## src/sv/temperature_to_segment_display_macros.svh

```systemverilog
// Assertion helpers shared by the top display module and tts_glyph.
// Both expect signals named clk and rst in the enclosing module.
`ifndef TEMPERATURE_TO_SEGMENT_DISPLAY_MACROS_SVH
`define TEMPERATURE_TO_SEGMENT_DISPLAY_MACROS_SVH

// Same-cycle implication.
`define TTS_ASSERT_NOW(label, ante, cons, msg) \
  label: assert property (@(posedge clk) disable iff (rst) (ante) |-> (cons)) \
    else $error(msg);

// Next-cycle implication.
`define TTS_ASSERT_NEXT(label, ante, cons, msg) \
  label: assert property (@(posedge clk) disable iff (rst) (ante) |=> (cons)) \
    else $error(msg);

`endif

```

## src/sv/tts_pkg.sv

```systemverilog
package tts_pkg;

  localparam int RAW_W      = 16;
  localparam int TENTHS_W   = 12;
  localparam int SHOWN_W    = 14;
  localparam int LIMIT_W    = 14;
  localparam int THR_W      = 12;
  localparam int CFG_DATA_W = 14;
  localparam int CFG_IDX_W  = 1;
  localparam int ROW_W      = 4;
  localparam int DIGIT_W    = 5;

  // tenths = trunc((SCALE_NUM * raw - OFFSET_NUM) / (10 * 2^16))
  localparam logic [14:0] SCALE_NUM  = 15'd17572;
  localparam logic [30:0] OFFSET_NUM = 31'd307036160;

  // Reciprocals for constant division, exact over the 14-bit range used here.
  localparam logic [15:0] RECIP_10   = 16'd52429;  // x/10   = (x * R) >> 19
  localparam logic [12:0] RECIP_100  = 13'd5243;   // x/100  = (x * R) >> 19
  localparam logic [13:0] RECIP_1000 = 14'd8389;   // x/1000 = (x * R) >> 23

  // Register indexes.
  localparam logic [CFG_IDX_W-1:0] REG_DISPLAY_LIMIT = 1'b0;
  localparam logic [CFG_IDX_W-1:0] REG_LED_THRESHOLD = 1'b1;

  localparam logic [LIMIT_W-1:0]      DISPLAY_LIMIT_RST = 14'd1258;
  localparam logic signed [THR_W-1:0] LED_THRESHOLD_RST = 12'sd300;

  typedef logic [7:0] glyph_t;

  typedef struct packed {
    logic                       valid;
    logic signed [TENTHS_W-1:0] tenths;
  } tenths_tok_t;

  typedef struct packed {
    logic               valid;
    logic [SHOWN_W-1:0] shown;
    logic               led;
  } shown_tok_t;

  typedef struct packed {
    logic               valid;
    logic [7:0]         row_a;
    logic [ROW_W-1:0]   row_b;
    logic [ROW_W-1:0]   row_c;
    logic [ROW_W-1:0]   row_d;
    logic [ROW_W-1:0]   row_e;
    logic [ROW_W-1:0]   row_f;
    logic [ROW_W-1:0]   row_g;
    logic [SHOWN_W-1:0] shown;
    logic               led;
  } result_t;

  // Bit s set lights segment s; digits above nine stay dark.
  function automatic glyph_t digit_glyph(input logic [DIGIT_W-1:0] digit);
    glyph_t g;
    unique case (digit)
      5'd0:    g = 8'h3F;
      5'd1:    g = 8'h06;
      5'd2:    g = 8'hDB;
      5'd3:    g = 8'hCF;
      5'd4:    g = 8'hE6;
      5'd5:    g = 8'hED;
      5'd6:    g = 8'hFD;
      5'd7:    g = 8'h07;
      5'd8:    g = 8'hFF;
      5'd9:    g = 8'hE7;
      default: g = 8'h00;
    endcase
    return g;
  endfunction

endpackage

```

## src/sv/temperature_to_segment_display.sv

```systemverilog
// Pipeline: a transaction accepted at one edge shows its result, with done high, once it
// has passed every stage below; the receiver takes it at the edge ending the done cycle.
// Throughput: one transaction per cycle outside reset, set by the fully pipelined datapath
// (input register, three scaling stages, range check, two display stages).
// Reset (rst, synchronous): empties the pipeline, holds busy high, and loads
// display_limit = 1258 and led_threshold = 300. The receiver cannot stall done.
`include "temperature_to_segment_display_macros.svh"

module temperature_to_segment_display (
  input  logic                             clk,
  input  logic                             rst,
  input  logic                             start,
  output logic                             busy,
  input  logic [tts_pkg::RAW_W-1:0]        raw_code,
  input  logic                             cfg_we,
  input  logic [tts_pkg::CFG_IDX_W-1:0]    cfg_index,
  input  logic [tts_pkg::CFG_DATA_W-1:0]   cfg_data,
  output logic                             done,
  output logic [7:0]                       row_a,
  output logic [tts_pkg::ROW_W-1:0]        row_b,
  output logic [tts_pkg::ROW_W-1:0]        row_c,
  output logic [tts_pkg::ROW_W-1:0]        row_d,
  output logic [tts_pkg::ROW_W-1:0]        row_e,
  output logic [tts_pkg::ROW_W-1:0]        row_f,
  output logic [tts_pkg::ROW_W-1:0]        row_g,
  output logic [tts_pkg::SHOWN_W-1:0]      shown_value,
  output logic                             led_on
);

  // Configuration registers.
  logic [tts_pkg::LIMIT_W-1:0]      display_limit;
  logic signed [tts_pkg::THR_W-1:0] led_threshold;

  logic                 accept;
  tts_pkg::tenths_tok_t tenths_tok;
  tts_pkg::shown_tok_t  shown_tok;
  tts_pkg::shown_tok_t  shown_tok_next;
  tts_pkg::result_t     result;
  logic                 in_range;

  // The pipeline never backs up; hold off only while in reset.
  assign busy   = rst;
  assign accept = start && !busy;

  // Register writes take effect at once; an out-of-range index cannot occur.
  always_ff @(posedge clk) begin
    if (rst) begin
      display_limit <= tts_pkg::DISPLAY_LIMIT_RST;
      led_threshold <= tts_pkg::LED_THRESHOLD_RST;
    end else if (cfg_we) begin
      unique case (cfg_index)
        tts_pkg::REG_DISPLAY_LIMIT: display_limit <= cfg_data;
        tts_pkg::REG_LED_THRESHOLD: led_threshold <= $signed(cfg_data[tts_pkg::THR_W-1:0]);
      endcase
    end
  end

  // Raw code to signed tenths of a degree.
  tts_scale u_scale (
    .clk        (clk),
    .rst        (rst),
    .accept     (accept),
    .raw_code   (raw_code),
    .tenths_tok (tenths_tok)
  );

  // Range check: show zero for negative values or values past the limit.
  // The LED compares the unclamped signed value against the threshold.
  always_comb begin
    in_range = !tenths_tok.tenths[tts_pkg::TENTHS_W-1] &&
               ({3'b000, tenths_tok.tenths[tts_pkg::TENTHS_W-2:0]} <= display_limit);
    shown_tok_next.valid = tenths_tok.valid;
    shown_tok_next.led   = tenths_tok.tenths >= led_threshold;
    if (in_range) begin
      shown_tok_next.shown = {3'b000, tenths_tok.tenths[tts_pkg::TENTHS_W-2:0]};
    end else begin
      shown_tok_next.shown = '0;
    end
  end

  // Hold the checked value for the display stages.
  always_ff @(posedge clk) begin
    if (rst) begin
      shown_tok.valid <= 1'b0;
    end else begin
      shown_tok.valid <= shown_tok_next.valid;
    end
  end

  always_ff @(posedge clk) begin
    shown_tok.shown <= shown_tok_next.shown;
    shown_tok.led   <= shown_tok_next.led;
  end

  // Split into digits and map to segment rows.
  tts_glyph u_glyph (
    .clk       (clk),
    .rst       (rst),
    .shown_tok (shown_tok),
    .result    (result)
  );

  // Drive the result ports straight from the result register.
  assign done        = result.valid;
  assign row_a       = result.row_a;
  assign row_b       = result.row_b;
  assign row_c       = result.row_c;
  assign row_d       = result.row_d;
  assign row_e       = result.row_e;
  assign row_f       = result.row_f;
  assign row_g       = result.row_g;
  assign shown_value = result.shown;
  assign led_on      = result.led;

  `TTS_ASSERT_NOW(a_accept_to_done, accept, ##7 done, "accepted transaction produced no result")
  `TTS_ASSERT_NOW(a_done_has_source, done, $past(accept, 7), "result without a transaction")
  `TTS_ASSERT_NOW(a_shown_in_limit, done && (shown_value != '0), shown_value <= display_limit,
                  "shown value above display limit")

endmodule

```

## src/sv/tts_scale.sv

```systemverilog
module tts_scale (
  input  logic                         clk,
  input  logic                         rst,
  input  logic                         accept,
  input  logic [tts_pkg::RAW_W-1:0]    raw_code,
  output tts_pkg::tenths_tok_t         tenths_tok
);

  logic                      in_valid;
  logic [tts_pkg::RAW_W-1:0] in_raw;

  logic        prod_valid;
  logic [30:0] prod;
  logic [30:0] prod_next;

  logic        mag_valid;
  logic        mag_neg;
  logic [13:0] mag_hi;
  logic        mag_neg_next;
  logic [30:0] diff;

  logic [29:0]                  qprod;
  logic [10:0]                  quot;
  logic [tts_pkg::TENTHS_W-1:0] quot_ext;
  tts_pkg::tenths_tok_t         tenths_tok_next;

  always_ff @(posedge clk) begin
    if (rst) begin
      in_valid   <= 1'b0;
      prod_valid <= 1'b0;
      mag_valid  <= 1'b0;
      tenths_tok.valid <= 1'b0;
    end else begin
      in_valid   <= accept;
      prod_valid <= in_valid;
      mag_valid  <= prod_valid;
      tenths_tok.valid <= tenths_tok_next.valid;
    end
  end

  always_ff @(posedge clk) begin
    in_raw  <= raw_code;
    prod    <= prod_next;
    mag_neg <= mag_neg_next;
    mag_hi  <= diff[29:16];
    tenths_tok.tenths <= tenths_tok_next.tenths;
  end

  // Scale the raw code.
  assign prod_next = {15'd0, in_raw} * {16'd0, tts_pkg::SCALE_NUM};

  // Remove the offset as a sign and magnitude; drop the 2^16 part of the divisor.
  always_comb begin
    mag_neg_next = prod < tts_pkg::OFFSET_NUM;
    if (mag_neg_next) begin
      diff = tts_pkg::OFFSET_NUM - prod;
    end else begin
      diff = prod - tts_pkg::OFFSET_NUM;
    end
  end

  // Divide the magnitude by ten, then restore the sign (truncates toward zero).
  always_comb begin
    qprod    = {16'd0, mag_hi} * {14'd0, tts_pkg::RECIP_10};
    quot     = qprod[29:19];
    quot_ext = {1'b0, quot};
    tenths_tok_next.valid = mag_valid;
    if (mag_neg) begin
      tenths_tok_next.tenths = $signed(~quot_ext + 12'd1);
    end else begin
      tenths_tok_next.tenths = $signed(quot_ext);
    end
  end

endmodule

```

## src/sv/tts_glyph.sv

```systemverilog
`include "temperature_to_segment_display_macros.svh"

module tts_glyph (
  input  logic                clk,
  input  logic                rst,
  input  tts_pkg::shown_tok_t shown_tok,
  output tts_pkg::result_t    result
);

  logic                        e_valid;
  logic [tts_pkg::SHOWN_W-1:0] e_value;
  logic                        e_led;
  logic [4:0]                  e_q1000;
  logic [7:0]                  e_q100;
  logic [10:0]                 e_q10;

  logic [27:0] p1000;
  logic [26:0] p100;
  logic [29:0] p10;

  logic [7:0]                  hu_full;
  logic [10:0]                 te_full;
  logic [tts_pkg::SHOWN_W-1:0] on_full;
  logic [3:0][tts_pkg::DIGIT_W-1:0] digit;
  logic [3:0][7:0]             glyph;
  logic [7:0][3:0]             seg;
  tts_pkg::result_t            result_next;

  // Stage E: quotients by 1000, 100 and 10 in parallel.
  always_comb begin
    p1000 = {14'd0, shown_tok.shown} * {14'd0, tts_pkg::RECIP_1000};
    p100  = {13'd0, shown_tok.shown} * {14'd0, tts_pkg::RECIP_100};
    p10   = {16'd0, shown_tok.shown} * {14'd0, tts_pkg::RECIP_10};
  end

  always_ff @(posedge clk) begin
    if (rst) begin
      e_valid      <= 1'b0;
      result.valid <= 1'b0;
    end else begin
      e_valid      <= shown_tok.valid;
      result.valid <= result_next.valid;
    end
  end

  always_ff @(posedge clk) begin
    e_value <= shown_tok.shown;
    e_led   <= shown_tok.led;
    e_q1000 <= p1000[27:23];
    e_q100  <= p100[26:19];
    e_q10   <= p10[29:19];
    result.row_a <= result_next.row_a;
    result.row_b <= result_next.row_b;
    result.row_c <= result_next.row_c;
    result.row_d <= result_next.row_d;
    result.row_e <= result_next.row_e;
    result.row_f <= result_next.row_f;
    result.row_g <= result_next.row_g;
    result.shown <= result_next.shown;
    result.led   <= result_next.led;
  end

  // Stage F: digits from neighboring quotients, then glyphs into rows.
  always_comb begin
    hu_full = e_q100 - ({e_q1000, 3'b000} + {2'b00, e_q1000, 1'b0});
    te_full = e_q10 - ({e_q100, 3'b000} + {2'b00, e_q100, 1'b0});
    on_full = e_value - ({e_q10, 3'b000} + {2'b00, e_q10, 1'b0});
    digit[0] = e_q1000;
    digit[1] = hu_full[tts_pkg::DIGIT_W-1:0];
    digit[2] = te_full[tts_pkg::DIGIT_W-1:0];
    digit[3] = on_full[tts_pkg::DIGIT_W-1:0];
    for (int p = 0; p < 4; p++) begin
      glyph[p] = tts_pkg::digit_glyph(digit[p]);
    end
    for (int s = 0; s < 8; s++) begin
      for (int p = 0; p < 4; p++) begin
        seg[s][p] = glyph[p][s];
      end
    end
    result_next.valid = e_valid;
    result_next.row_a = {seg[7], seg[0]};
    result_next.row_b = seg[1];
    result_next.row_c = seg[2];
    result_next.row_d = seg[3];
    result_next.row_e = seg[4];
    result_next.row_f = seg[5];
    result_next.row_g = seg[6];
    result_next.shown = e_value;
    result_next.led   = e_led;
  end

  `TTS_ASSERT_NOW(a_hundreds_digit, e_valid, hu_full < 8'd10, "hundreds digit out of range")
  `TTS_ASSERT_NOW(a_tens_digit, e_valid, te_full < 11'd10, "tens digit out of range")
  `TTS_ASSERT_NOW(a_ones_digit, e_valid, on_full < 14'd10, "ones digit out of range")
  `TTS_ASSERT_NEXT(a_result_follows, e_valid, result.valid, "stage F lost a transaction")

endmodule
```

## config.mk

```make
export PLATFORM = sky130hd
export DESIGN_NAME = temperature_to_segment_display
export DESIGN_NICKNAME = d
export VERILOG_FILES = /design/src/sv/tts_pkg.sv /design/src/sv/temperature_to_segment_display.sv /design/src/sv/tts_scale.sv /design/src/sv/tts_glyph.sv
export VERILOG_INCLUDE_DIRS = /design/src /design/src/sv
export SDC_FILE = /design/constraint.sdc
export NUM_CORES = 1
export LEC_CHECK = 0
export BUFFER_PORTS_ARGS = -buffer_cell sky130_fd_sc_hd__buf_2
export CAP_MARGIN = 20
export CORE_ASPECT_RATIO = 1.4
export CORE_MARGIN = 3
export CORE_UTILIZATION = 65
export DETAILED_ROUTE_END_ITERATION = 16
export PLACE_DENSITY = 0.87
export SLEW_MARGIN = 0
export SYNTH_ARGS = -nofsm -noshare
export SYNTH_HDL_FRONTEND = slang
export SYNTH_HIERARCHICAL = 1
export SYNTH_SLANG_ARGS = --single-unit
export TNS_END_PERCENT = 1
```

## constraint.sdc

```tcl
create_clock -name clk -period 6.5 [get_ports clk]
set_clock_uncertainty 0.1 [all_clocks]
set_input_delay 0.65 -clock clk [delete_from_list [all_inputs] [get_ports clk]]
set_output_delay 0.65 -clock clk [all_outputs]
set_load 0.02 [all_outputs]
```

==> results.sh <==
export IMPL_drive_above_1_share=0.07293
export IMPL_synth_edff_count=0
export IMPL_period_minus_slack_ns=6.207
export IMPL_num_vias=15191
export IMPL_ys_seq_area_frac=0.1810
export IMPL_holdWs_ns=0.1873
export IMPL_slowest_stage="fa_2"
export IMPL_drtAntennaViolNets=0
export IMPL_worstHoldStart="raw_code[14]"
export IMPL_dr_pass1_iters=5
export IMPL_multi_input_area_um2=15260
export IMPL_fp_dieW_um=158.0
export IMPL_final_max_slew_viol_count=0
export IMPL_grt_pass1_vias=16621
export IMPL_fin_tns_setup_ns=0
export IMPL_finalWirelength_um=46260
export IMPL_viasPerCell=5.569
export IMPL_yosysWarnings=6
export IMPL_syn_inst=2195
export IMPL_layout_commonest_cell="inv_1"
export IMPL_grt_first_pass_wirelength_um=76290
export IMPL_start_kind="flop"
export IMPL_reg2reg_to="u_scale/tenths_tok[10]"
export IMPL_drt_iter0_drc=763
export IMPL_final_fill_count=2159
export IMPL_nets=3063
export IMPL_cts_max_level=4
export IMPL_wl_per_cell_um=16.96
export IMPL_critPathRequiredTime_ns=6.79
export IMPL_die_h_um=218.8
export IMPL_cp_max_fo=5
export IMPL_clk_latency_ns=0.47
export IMPL_critPathKind="flop to flop"
export IMPL_cts_tree="built"
export IMPL_boundaryPins=84
export IMPL_cts_hold_buffers_added=0
export IMPL_max_cap_violations=0
export IMPL_hold_class="primary input to flop"
export IMPL_syn_avg_cell_area_um2=9.576
export IMPL_synthArstFlopShare=0
export IMPL_slew_headroom=0.3288
export IMPL_drcViolationCount=0
export IMPL_numPortBuffers=83
export IMPL_ys_types=75
export IMPL_ys_flop_type="dfxtp_1"
export IMPL_dieArea_um2=34560
export IMPL_min_to="u_scale/in_raw[14]"
export IMPL_antenna_found_initial=2
export IMPL_timing_rr_start="u_scale/mag_hi[12]"
export IMPL_worstRegToRegCells=20
export IMPL_hold_depth=1
export IMPL_setup_viol=0
export IMPL_cts_buffers=17
export IMPL_final_cell_mix="inv_1, ha_1, fa_1"
export IMPL_crit_path_start="u_scale/mag_hi[12]"
export IMPL_worstPathArrival_ns=6.50
export IMPL_initial_utilization=0.6631
export IMPL_dpl_hpwl_um=38670
export IMPL_reg2reg_slack_ns=0.29
export IMPL_clk_path_buf_depth=2
export IMPL_worst_pin_slew_ns=1.001
export IMPL_rows=77
export IMPL_grt_overflow=0
export IMPL_grt_max_degree=36
export IMPL_cts_clk_slew_worst_paths_ns=0.08
export IMPL_ff_latch_area_um2=3804
export IMPL_path_cells="inv_1 -> ha_1 -> fa_2 -> fa_1 -> fa_1 -> inv_1 -> fa_1 -> inv_1 -> fa_1 -> inv_1 -> ha_1 -> nand4_1 -> a211oi_1 -> nor4_2 -> o21ai_2 -> a22o_1 -> o41a_1 -> xor2_1 -> o41ai_2 -> xor2_1"
export IMPL_areaGrowthSynthToFinish_pct=7.786
export IMPL_core_um2=31700
export IMPL_fmax_mhz=161.1
export IMPL_place_gp_congestion=0.9297
export IMPL_fin_crit_sh=0.9550
export IMPL_outcome="complete, no violations"
export IMPL_ys_seq_elements=190
export IMPL_track_usage=0.2791
export IMPL_clock_sinks=190
export IMPL_hold_viol=0
export IMPL_netlist_area_um2=21020
export IMPL_end_kind="flop"
export IMPL_cts_root_buf="clkbuf_16"
export IMPL_slowest_delay_ns=0.63
-- how the worst max path moves through the flow --
stage                        endpoint  slack (ns)  depth (start not counted)
6_report       u_scale/tenths_tok[10]        0.29                         20
5_1_grt        u_scale/tenths_tok[10]       -0.01                         20
4_1_cts         u_scale/tenths_tok[8]        0.14                         19
3_5_place_dp    u_scale/tenths_tok[8]        0.14                         19
3_3_place_gp    u_scale/tenths_tok[8]        0.24                         19
2_1_floorplan   u_scale/tenths_tok[8]        0.51                         20
-- what timing repair did --
| item | in CTS | in global routing |
|---|---|---|
| setup endpoints to repair | 0 | 6 |
| setup buffers | 0 | 0 |
| resized for setup | 0 | 5 |
-- flip-flops by register name, indices dropped and copies added (netlist names), 12 cells and up --
register,count
display_limit,14
led_threshold,12
shown_tok,13
u_glyph/e_value,14
u_glyph/result,44
u_scale/in_raw,16
u_scale/mag_hi,14
u_scale/prod,29
u_scale/tenths_tok,13
-- through the flow --
step	setup slack [ns]	instance area, um^2	utilization	std cells
floorplan	0.5136	21160	-	2232
global placement	0.2436	22010	0.6945	2694
detailed placement	0.1383	22010	0.6945	2694
CTS	0.1372	22620	0.7136	2726
global route	-0.01462	22650	0.7146	2726
finish	0.2928	22660	0.7148	2728
-- layer usage --
metal  global-route usage  routed length (um)  vias to the layer above
li1                     -                   -                     7285
met1               0.2607               15700                     7301
met2               0.5449               25710                      411
met3              0.05109                1633                      190
met4               0.1707                3203                        4
met5                    0                  21                        -
-- cells by family (layout without fill, tap and decap cells) --
family	after synthesis	after routing	share of synthesized area
compound gates	283	283	0.08798
xor+xnor	100	100	0.04167
fa+ha+maj	710	710	0.5019
buf+inv	555	654	0.1014
flops	190	190	0.1810
mux	7	7	0.003334
other cells	1	40	0.0001784
simple gates	349	349	0.08256
-- final cells by class --
class                      count  area share
inverter                     529     0.08787
timing repair buffer          93     0.02165
tap                          395     0.02181
antenna                        2   0.0002209
clock inverter                13    0.007235
clock buffer                  19     0.01955
multi-input combinational   1487      0.6738
sequential                   190      0.1679
-- critical path: cells and delay by family (launching register included) --
kind	cells	cell delay (ns)
buffers and inverters	4	0.22
adder cells (fa/ha/maj)	7	3.32
flip-flops	1	0.39
XOR/XNOR	2	0.37
AND/OR/NAND/NOR	2	0.51
AO/OA/AOI/OAI	5	1.25
-- synthesized netlist by cell type, drive strengths merged (14+ instances only) --
| master | instances | share of area |
|---|---|---|
| inv | 529 | 0.095 |
| nand2 | 123 | 0.022 |
| nand3 | 19 | 0.0045 |
| nor2 | 90 | 0.016 |
| dfxtp | 190 | 0.18 |
| fa | 222 | 0.21 |
| nor3 | 18 | 0.0045 |
| o21ai | 50 | 0.012 |
| nor2b | 20 | 0.0060 |
| a21o | 25 | 0.0089 |
| xnor2 | 69 | 0.029 |
| xor2 | 31 | 0.013 |
| clkbuf | 14 | 0.0026 |
| a21oi | 112 | 0.027 |
| ha | 488 | 0.29 |
Power is not shown: default switching activity piles up to over one toggle a cycle in this logic, so the estimate is an artifact.
